--- config.mk ---
export PLATFORM = sky130hd
export DESIGN_NAME = cdp_tlv_field_extractor
export DESIGN_NICKNAME = d
export VERILOG_FILES = /design/src/rtl/cdpx_pkg.sv /design/src/rtl/cdpx_parser.sv /design/src/rtl/cdp_tlv_field_extractor.sv
export SDC_FILE = /design/constraint.sdc
export NUM_CORES = 1
export LEC_CHECK = 0
export ABC_AREA = 1
export BUFFER_PORTS_ARGS = -buffer_cell sky130_fd_sc_hd__clkbuf_2
export CAP_MARGIN = 25
export CORE_ASPECT_RATIO = 1.2
export CORE_MARGIN = 2
export CORE_UTILIZATION = 35
export CTS_CLUSTER_DIAMETER = 150
export DETAILED_ROUTE_END_ITERATION = 10
export PLACE_DENSITY = 0.59
export SETUP_SLACK_MARGIN = 0.05
export SLEW_MARGIN = 20
export SYNTH_ARGS = -nofsm -noshare
export SYNTH_HDL_FRONTEND = slang
export SYNTH_SLANG_ARGS = --single-unit
--- constraint.sdc ---
create_clock -name clock -period 6.45 [get_ports clock]
set_clock_uncertainty 0.1 [all_clocks]
set_input_delay 0.645 -clock clock [delete_from_list [all_inputs] [get_ports clock]]
set_output_delay 0.645 -clock clock [all_outputs]
set_load 0.01 [all_outputs]
--- src/rtl/cdpx_pkg.sv ---
// Shared types, codes and constants for the discovery TLV field extractor.
`default_nettype none

package cdpx_pkg;

   localparam int DataWidth   = 8;
   localparam int IdWidth     = 16;
   localparam int KindWidth   = 2;
   localparam int OffsetWidth = 5;
   localparam int PhaseWidth  = 3;

   localparam logic [IdWidth-1:0] ProtoIdReset = 16'h2000;

   localparam logic [OffsetWidth-1:0] IdOffsetHi  = 5'd20;
   localparam logic [OffsetWidth-1:0] IdOffsetLo  = 5'd21;
   localparam logic [OffsetWidth-1:0] LastHdrByte = 5'd25;
   localparam logic [OffsetWidth-1:0] TlvStart    = 5'd26;
   localparam logic [IdWidth-1:0]     TlvHdrLen   = 16'd4;

   localparam logic [IdWidth-1:0] TypeDeviceId = 16'h0001;
   localparam logic [IdWidth-1:0] TypePortId   = 16'h0003;
   localparam logic [IdWidth-1:0] TypePlatform = 16'h0005;

   localparam logic [PhaseWidth-1:0] PH_HEADER  = 3'd0;
   localparam logic [PhaseWidth-1:0] PH_TYPE_HI = 3'd1;
   localparam logic [PhaseWidth-1:0] PH_TYPE_LO = 3'd2;
   localparam logic [PhaseWidth-1:0] PH_LEN_HI  = 3'd3;
   localparam logic [PhaseWidth-1:0] PH_LEN_LO  = 3'd4;
   localparam logic [PhaseWidth-1:0] PH_VALUE   = 3'd5;
   localparam logic [PhaseWidth-1:0] PH_STOPPED = 3'd6;

   localparam logic [KindWidth-1:0] KIND_MATCH    = 2'd0;
   localparam logic [KindWidth-1:0] KIND_DEVICE   = 2'd1;
   localparam logic [KindWidth-1:0] KIND_PORT     = 2'd2;
   localparam logic [KindWidth-1:0] KIND_PLATFORM = 2'd3;

   typedef struct packed {
      logic                 valid;
      logic [KindWidth-1:0] event_kind;
      logic [DataWidth-1:0] value_byte;
      logic                 field_end;
   } result_type;

   function automatic logic [KindWidth-1:0] kind_of(input logic [IdWidth-1:0] rec_type);
      logic [KindWidth-1:0] kind;
      kind = KIND_MATCH;
      if (rec_type == TypeDeviceId) begin
         kind = KIND_DEVICE;
      end else if (rec_type == TypePortId) begin
         kind = KIND_PORT;
      end else if (rec_type == TypePlatform) begin
         kind = KIND_PLATFORM;
      end
      return kind;
   endfunction

endpackage

`default_nettype wire

--- src/rtl/cdpx_parser.sv ---
// Per-frame parse state and the single-byte step of the TLV walk.
`default_nettype none

module cdpx_parser
   import cdpx_pkg::*;
(
   input  wire logic                 clock,
   input  wire logic                 reset,
   input  wire logic                 step,
   input  wire logic [DataWidth-1:0] data_byte,
   input  wire logic                 frame_last,
   input  wire logic [IdWidth-1:0]   proto_id,
   output result_type                result
);

   logic [OffsetWidth-1:0] offset_ff, offset_in;
   logic [PhaseWidth-1:0]  phase_ff, phase_in;
   logic [DataWidth-1:0]   proto_hi_ff, proto_hi_in;
   logic [IdWidth-1:0]     rec_type_ff, rec_type_in;
   logic [IdWidth-1:0]     remain_ff, remain_in;
   logic [IdWidth-1:0]     rec_len;
   logic [IdWidth-1:0]     remain_dec;
   logic [KindWidth-1:0]   kind;
   logic                   rec_done;

   assign rec_len    = {remain_ff[DataWidth-1:0], data_byte};
   assign remain_dec = remain_ff - 16'd1;
   assign rec_done   = (remain_dec == '0);
   assign kind       = kind_of(rec_type_ff);

   always_comb begin
      offset_in   = offset_ff;
      phase_in    = phase_ff;
      proto_hi_in = proto_hi_ff;
      rec_type_in = rec_type_ff;
      remain_in   = remain_ff;
      result      = '0;
      unique case (phase_ff)
         PH_HEADER: begin
            priority if (offset_ff == IdOffsetHi) begin
               proto_hi_in = data_byte;
            end else if (offset_ff == IdOffsetLo) begin
               if ({proto_hi_ff, data_byte} == proto_id) begin
                  result.valid      = 1'b1;
                  result.event_kind = KIND_MATCH;
               end else begin
                  phase_in = PH_STOPPED;
               end
            end else if (offset_ff >= LastHdrByte) begin
               phase_in = PH_TYPE_HI;
            end
         end
         PH_TYPE_HI: begin
            rec_type_in = {data_byte, 8'h00};
            phase_in    = PH_TYPE_LO;
         end
         PH_TYPE_LO: begin
            rec_type_in = {rec_type_ff[IdWidth-1:DataWidth], data_byte};
            phase_in    = PH_LEN_HI;
         end
         PH_LEN_HI: begin
            remain_in = {8'h00, data_byte};
            phase_in  = PH_LEN_LO;
         end
         PH_LEN_LO: begin
            priority if (rec_len < TlvHdrLen) begin
               remain_in = '0;
               phase_in  = PH_STOPPED;
            end else if (rec_len == TlvHdrLen) begin
               remain_in = '0;
               phase_in  = PH_TYPE_HI;
            end else begin
               remain_in = rec_len - TlvHdrLen;
               phase_in  = PH_VALUE;
            end
         end
         PH_VALUE: begin
            remain_in = remain_dec;
            if (kind != KIND_MATCH) begin
               result.valid      = 1'b1;
               result.event_kind = kind;
               result.value_byte = data_byte;
               result.field_end  = rec_done | frame_last;
            end
            if (rec_done) begin
               phase_in = PH_TYPE_HI;
            end
         end
         default: begin
         end
      endcase
      if (offset_ff < TlvStart) begin
         offset_in = offset_ff + 5'd1;
      end
      if (frame_last) begin
         offset_in   = '0;
         phase_in    = PH_HEADER;
         proto_hi_in = '0;
         rec_type_in = '0;
         remain_in   = '0;
      end
   end

   always_ff @(posedge clock) begin
      if (reset) begin
         offset_ff   <= '0;
         phase_ff    <= PH_HEADER;
         proto_hi_ff <= '0;
         rec_type_ff <= '0;
         remain_ff   <= '0;
      end else if (step) begin
         offset_ff   <= offset_in;
         phase_ff    <= phase_in;
         proto_hi_ff <= proto_hi_in;
         rec_type_ff <= rec_type_in;
         remain_ff   <= remain_in;
      end
   end

`ifndef ASSERT_OFF
   a_offset_sat: assert property (@(posedge clock) disable iff (reset)
      offset_ff <= TlvStart)
      else $error("Frame offset ran past the start of the records.");
   a_phase_code: assert property (@(posedge clock) disable iff (reset)
      phase_ff <= PH_STOPPED)
      else $error("Parse phase holds an unused code.");
   a_frame_clear: assert property (@(posedge clock) disable iff (reset)
      step && frame_last |=> offset_ff == '0 && phase_ff == PH_HEADER)
      else $error("Parse state not cleared after the last byte of a frame.");
   a_value_nonzero: assert property (@(posedge clock) disable iff (reset)
      phase_ff == PH_VALUE |-> remain_ff != '0)
      else $error("Value phase entered with no value bytes left.");
`endif

endmodule

`default_nettype wire

--- src/rtl/cdp_tlv_field_extractor.sv ---
// Top level of the discovery TLV field extractor with input and result registers.
// Path: a byte passes from the input register through the parse step into the
// result register, from which its result is transferred.
// Throughput: one byte per cycle while the result register is free; the parse
// step is one short pass between the input register and the result register.
// Reset: synchronous, active high; clears both registers' valid flags, the parse
// state and sets the protocol id register to 0x2000.
`default_nettype none

module cdp_tlv_field_extractor
   import cdpx_pkg::*;
(
   input  wire logic                 clock,
   input  wire logic                 reset,
   input  wire logic                 req_tvalid,
   output logic                      req_tready,
   input  wire logic [DataWidth-1:0] req_tdata,  // [7:0] data_byte
   input  wire logic                 req_tlast,  // frame_last
   output logic                      rsp_tvalid,
   input  wire logic                 rsp_tready,
   output logic [DataWidth-1:0]      rsp_tdata,  // [7:0] value_byte
   output logic [KindWidth-1:0]      rsp_tuser,  // [1:0] event_kind
   output logic                      rsp_tlast,  // field_end
   input  wire logic                 csr_valid,
   output logic                      csr_ready,
   input  wire logic [IdWidth-1:0]   csr_data    // [15:0] cdp_protocol_id
);

   logic                 in_valid_ff;
   logic [DataWidth-1:0] in_byte_ff;
   logic                 in_last_ff;
   logic                 out_valid_ff;
   logic [DataWidth-1:0] out_byte_ff;
   logic [KindWidth-1:0] out_kind_ff;
   logic                 out_end_ff;
   logic [IdWidth-1:0]   proto_id_ff;
   logic                 out_free;
   logic                 advance;
   result_type           result;

   assign out_free   = !out_valid_ff || rsp_tready;
   assign advance    = in_valid_ff && out_free;
   assign req_tready = !in_valid_ff || advance;
   assign csr_ready  = 1'b1;

   cdpx_parser u_parser (
      .clock      (clock),
      .reset      (reset),
      .step       (advance),
      .data_byte  (in_byte_ff),
      .frame_last (in_last_ff),
      .proto_id   (proto_id_ff),
      .result     (result)
   );

   always_ff @(posedge clock) begin
      if (reset) begin
         proto_id_ff <= ProtoIdReset;
      end else if (csr_valid && csr_ready) begin
         proto_id_ff <= csr_data;
      end
   end

   always_ff @(posedge clock) begin
      if (reset) begin
         in_valid_ff <= 1'b0;
      end else if (req_tready) begin
         in_valid_ff <= req_tvalid;
      end
   end

   always_ff @(posedge clock) begin
      if (req_tready && req_tvalid) begin
         in_byte_ff <= req_tdata;
         in_last_ff <= req_tlast;
      end
   end

   always_ff @(posedge clock) begin
      if (reset) begin
         out_valid_ff <= 1'b0;
      end else if (out_free) begin
         out_valid_ff <= advance && result.valid;
      end
   end

   always_ff @(posedge clock) begin
      if (out_free && advance && result.valid) begin
         out_byte_ff <= result.value_byte;
         out_kind_ff <= result.event_kind;
         out_end_ff  <= result.field_end;
      end
   end

   assign rsp_tvalid = out_valid_ff;
   assign rsp_tdata  = out_byte_ff;
   assign rsp_tuser  = out_kind_ff;
   assign rsp_tlast  = out_end_ff;

`ifndef ASSERT_OFF
   a_match_payload: assert property (@(posedge clock) disable iff (reset)
      rsp_tvalid && rsp_tuser == KIND_MATCH |-> rsp_tdata == '0 && !rsp_tlast)
      else $error("Match event carries a value byte or an end mark.");
   a_input_hold: assert property (@(posedge clock) disable iff (reset)
      in_valid_ff && !out_free |=> in_valid_ff && $stable(in_byte_ff))
      else $error("Input register dropped a byte while the result side stalled.");
   a_reset_idle: assert property (@(posedge clock)
      reset |=> !rsp_tvalid && !in_valid_ff)
      else $error("Valid flags not cleared by reset.");
`endif

endmodule

`default_nettype wire
; ---- Word level (Yosys, flattened, before mapping)
; Cells that the tools add are included.
[word_totals]
ff_bits = 86
in_bits = 30
output_inout_bits = 14
wordCells = 92
[op_classes]
n_addsub = 3
n_lt_le_gt_ge = 3
n_eq_ne = 17
mux = 28
n_bitwise = 1
n_reduce_logical = 26
[ops]
columns = op, n
row1 = $mux 16, 4
row2 = $pmux 16 s3, 1
row3 = $mux 3, 11
row4 = $eq 16x3->1 const B, 2
row5 = $pmux 16 s2, 1
row6 = $mux 8, 3
row7 = $pmux 3 s6, 1
row8 = $eq 16x1->1 const B, 1
row9 = $eq 16x16->1, 1
row10 = $eq 16x2->1 const B, 1
row11 = $logic_not 16->1, 1
row12 = $lt 16x3->1 const B, 1
row13 = $sub 16x1->16 const B, 1
row14 = $sub 16x3->16 const B, 1
row15 = $mux 12, 1
row16 = $eq 5x5->1 const B, 2
row17 = $mux 5, 2
row18 = $reduce_bool 2->1, 5
row19 = $reduce_and 2->1, 4
row20 = $reduce_bool 7->1, 1
row21 = $eq 3x2->1 const B, 2
row22 = $eq 3x3->1 const B, 2
row23 = $mux 2, 3
row24 = $pmux 3 s2, 1
row25 = 18 further kinds, 25

; ---- Depth between registers and ports, before layout
[logic_depth]
ltp_word = 8
depth_mapped = 15
depth_no_buf = 15

; ---- Hierarchy
; Synthesis repeated with hierarchy kept, for this count alone.
[hier_totals]
hier_cells = 630
hier_area_um2 = 4683.2
[modules_own_cells]
columns = module, n_inst, cells_per_inst, area_each_um2, seq_area_each_um2
row1 = cdpx_parser, 1, 522, 3409.5, 960.9
row2 = cdp_tlv_field_extractor, 1, 108, 1273.7, 960.9

; ---- Worst setup path before layout
; OpenSTA, ideal clock, no wires.
[synth_timing]
path_type = flip-flop to flip-flop
start = register u_parser.offset_ff[1]
end = register out_byte_ff[0] (netlist: rsp_tdata[0]), enable pin
setup_ns = 0.339
arrival_time_ns = 1.674
required_time_ns = 6.011
slack_ns = 4.337
path_stages_with_launch = 11
path_buffers = 0
synth_period_minus_slack_ns = 2.113
path_cell_list = dfxtp_1 inv_1 ha_1 nand4_1 nand3b_1 nor2_1 nand3_1 or2_2 nand2_1 nand2_1 inv_1
[synth_between]
elab_chain_cells = 5
elab_cells_between_ends = 6
cone_classes = eq/ne: 2 / mux: 3 / reduce/logical: 1
[synth_rtl]
columns = item, line
row1 = "start, declared", cdpx_parser.sv:16  ; logic [OffsetWidth-1:0] offset_ff, offset_in;
row2 = "start signal, assigned", cdpx_parser.sv:112  ; offset_ff <= offset_in;
row3 = $eq 5x5->1, cdpx_parser.sv:42  ; end else if (offset_ff == IdOffsetLo) begin
row4 = $mux 3, cdpx_parser.sv:42
row5 = $mux 3 *, cdpx_parser.sv:40  ; priority if (offset_ff == IdOffsetHi) begin
row6 = $pmux 3 s2 *, cdpx_parser.sv:38  ; unique case (phase_ff)
row7 = $logic_and 1x1->1 *, cdp_tlv_field_extractor.sv:88  ; if (out_free && advance && result.valid) begin
row8 = "end signal, assigned", cdp_tlv_field_extractor.sv:89  ; out_byte_ff <= result.value_byte;
row9 = "end, declared", cdp_tlv_field_extractor.sv:33  ; logic [DataWidth-1:0] out_byte_ff;
; Every way passes the cells marked *; elsewhere a longest branch is shown, timed or not.
; A chain may end at the register's enable or synchronous reset.

; ---- Final worst setup path
[layout_timing]
start = register u_parser.offset_ff[1]
end = register out_kind_ff[1] (netlist: rsp_tuser[1]), enable pin
[layout_between]
elab_chain_cells = 5
elab_cells_between_ends = 6
cone_classes = eq/ne: 2 / mux: 3 / reduce/logical: 1
[layout_rtl]
columns = item, line
row1 = $eq 5x5->1, cdpx_parser.sv:42
row2 = $mux 3, cdpx_parser.sv:42
row3 = $mux 3 *, cdpx_parser.sv:40
row4 = $pmux 3 s2 *, cdpx_parser.sv:38
row5 = $logic_and 1x1->1 *, cdp_tlv_field_extractor.sv:88
row6 = "end signal, assigned", cdp_tlv_field_extractor.sv:90  ; out_kind_ff <= result.event_kind;
row7 = "end, declared", cdp_tlv_field_extractor.sv:34  ; logic [KindWidth-1:0] out_kind_ff;
; Marks and branches as above.

==> metrics.txt <==
VDD IR max 0.0001652 V; sw power around 0.00036 W; FF/Latch Area 1922 um2; vias in the first global route between 3000 and 4000; most common cell after layout, fill and taps aside nand2_1; Starting Density between 30 and 40%; switching share of power 28.48%; GR Overflow Total 0; Row Count 45; maximum root-to-sink buffer count 2; clk slew on worst S/H paths approximately 70 ps; CTS H-tree lvls 3; Root Driver clkbuf_16; count of cell types in the netlist 43; Tot GR Track Use 17.44%; clock share of power between 30% and 40%; CTS buffer count 9; post-layout util 40.93%; syn_area_per_cell 7.481 um2; register area share after synthesis 41.77%; Final Hold Viols 0; Detailed Place HPWL just under 9 mm; wire per inst 13.95 um; GP Congestion 0.8629; synthesized netlist cell count 615; Final ANT Viol Nets 0; WS Path Type reg2reg; status finished clean; worst path cell trace inv_1, ha_1, nand4_1, nand3b_1, nor2_1, nand3_1, or2_2, nand2_1, nand2_1, inv_1; CP Data Required Time 6340 ps; Iter 0 DRT Violations 215; Leak 2.105 nW; Port Buf Inserts 42; setup TNS 0 ps; Horiz. Die Dim ~110 um; share of layout cells above drive strength 1 14.33%; DIE AREA 14080 um2; fmax approximately 390 MHz; Fillers 1332; TritonCTS Sinks 86; RSZ-0062 raised after global routing no; setup ws final 3917 ps; CTS tree built; drt via density approximately 5.0; Synth Warn # 0; part of the cycle the worst path needs 39.28%; initial antenna violation count 0; Post-CTS Hold Fix Bufs 0; sequential share of power a little under half; max-slew violations 0; slowest cell on the critical path inv_1; hold slack 365.5 ps; Max FO, Critical Path 11; Top Ports 44; relative slew slack 45.04%; Core ar. between 10000 and 15000 um2; Final min period between 2000 and 3000 ps; CP Capture Type flip-flop; Multi-input gate area 2377 um2; first-pass GRT wire length 18.91 mm; final setup fails 0; DRT Wirelength about 11 mm; largest net degree at the start of global routing 34; R2R Setup Slk about 3900 ps; Area Growth Syn to Fin 13.22%; Setup Buffers After CTS 0; Int Pwr between 0.0008 and 0.0009 W; flops & latches, synth 86; final net count slightly below 700; max-cap violation count 0; slew of the pin with the lowest slew margin slightly above 800 ps; CP Buf/Inv Count 2; Hold Crit Class reg2reg; CP max stage delay 360 ps; combinational power share 14.5%; DRC 0; post-synthesis cell area between 4000 and 5000 um2; crit path launch type flip-flop; n_diodes 0; die height 129.6 um; total number of vias 4085; Pwr per Cell Area 240.8 nW/um2; Place WS ~3900 ps; drt first pass iters 5; post_cts resized 0; CP Data Arrival Time 2420 ps; CP delay by family, top simple AND/OR/NAND/NOR gates; leading cell types in the layout, fill and taps excluded 113 x nand2_1, 101 x nor2_1, 66 x dfxtp_1; clk_lat worst skew between 300 and 400 ps; Syn Nets roughly 650
## power groups by stage
stage	combinational (W)	sequential, W	clock (W)
after floorplan	0.000145	0.000596	0
after global placement	0.000180	0.000605	0
after detailed placement	0.000182	0.000605	0
after CTS	0.000183	0.000593	0.000489
after global routing	0.000209	0.000596	0.000514
final	0.000182	0.000594	0.000478
## through the flow
stage	total power, W	std cells	instance area (um2)
5_1_grt	0.001319	820	5209
3_5_place_dp	0.0007875	804	4940
6_report	0.001254	820	5209
2_1_floorplan	0.0007405	615	4601
3_3_place_gp	0.0007848	804	4940
4_1_cts	0.001265	820	5209
## state kept, by name, summed over array words and instances, names as in the netlist
| name | count |
|---|---|
| u_parser.phase_ff | 3 |
| proto_id_ff | 16 |
| rsp_tvalid | 1 |
| rsp_tdata | 8 |
| u_parser.proto_hi_ff | 8 |
| u_parser.remain_ff | 16 |
| rsp_tlast | 1 |
| rsp_tuser | 2 |
| in_byte_ff | 8 |
| u_parser.offset_ff | 5 |
| in_last_ff | 1 |
| in_valid_ff | 1 |
| u_parser.rec_type_ff | 16 |
## cell type report
| class | count | area share (%) |
|---|---|---|
| multi-input cells | 452 | 45.64 |
| flip-flops and latches | 86 | 36.90 |
| clock buffers | 11 | 4.468 |
| inverters | 60 | 4.324 |
| repair buffers | 42 | 4.036 |
| well taps | 164 | 3.939 |
| clock inverters | 5 | 0.6966 |
## cell usage after synthesis, drive strengths merged
| cell type | number | area share [%] |
|---|---|---|
| o211ai | 5 | 0.82 |
| or2 | 2 | 0.27 |
| nor3 | 13 | 1.9 |
| clkinv | 2 | 0.16 |
| buf | 4 | 0.60 |
| nand4 | 7 | 0.95 |
| o21ai | 46 | 5.0 |
| nor2 | 112 | 10 |
| edfxtp | 20 | 13 |
| nand2 | 119 | 10 |
| xnor2 | 15 | 2.9 |
| a31o | 1 | 0.19 |
| nor3b | 1 | 0.16 |
| clkbuf | 13 | 1.1 |
| nand3b | 2 | 0.33 |
| nor4 | 1 | 0.46 |
| dfxtp | 66 | 29 |
| a21oi | 50 | 5.6 |
| nand3 | 40 | 4.9 |
| ha | 7 | 1.9 |
| a31oi | 2 | 0.60 |
| and2 | 1 | 0.14 |
| xor2 | 17 | 3.4 |
| a211oi | 1 | 0.16 |
| o22ai | 9 | 1.2 |
| inv | 58 | 4.7 |
| conb | 1 | 0.082 |
## metal layers
layer / wire length [um] / global-route usage (%) / share of wire (%) / vias to the layer above
met1: 4989 / 21.87 / 44 / 1867
met4: 208 / 7.014 / 1.8 / 0
met5: 0 / 0 / 0 / -
li1: - / - / - / 2090
met3: 574 / 3.571 / 5.0 / 18
met2: 5668 / 29.23 / 50 / 110
## path summary, 6_finish.rpt
| kind | cells after the start | end | from |
|---|---|---|---|
| setup / recovery | 10 | rsp_tuser[1] | u_parser.offset_ff[1] |
| hold / removal | 2 | u_parser.rec_type_ff[10] | u_parser.rec_type_ff[10] |
| setup reg to reg | 10 | rsp_tuser[1] | u_parser.offset_ff[1] |
| hold reg to reg | 2 | u_parser.rec_type_ff[10] | u_parser.rec_type_ff[10] |
## kinds of logic after synthesis
logic type | Yosys count | synth area share, %
xor+xnor | 32 | 6.255
other cells | 1 | 0.08151
flops | 86 | 41.77
buf+inv | 77 | 6.554
compound gates | 114 | 13.60
simple gates | 298 | 29.83
fa+ha+maj | 7 | 1.904
## worst min-delay path, delay by kind of cell (launching register included)
| family | cells | cell delay (ps) |
|---|---|---|
| AO/OA/AOI/OAI | 1 | 60 |
| flip-flops | 1 | 310 |
| AND/OR/NAND/NOR | 1 | 60 |
Power figures use the tool's default switching activity.
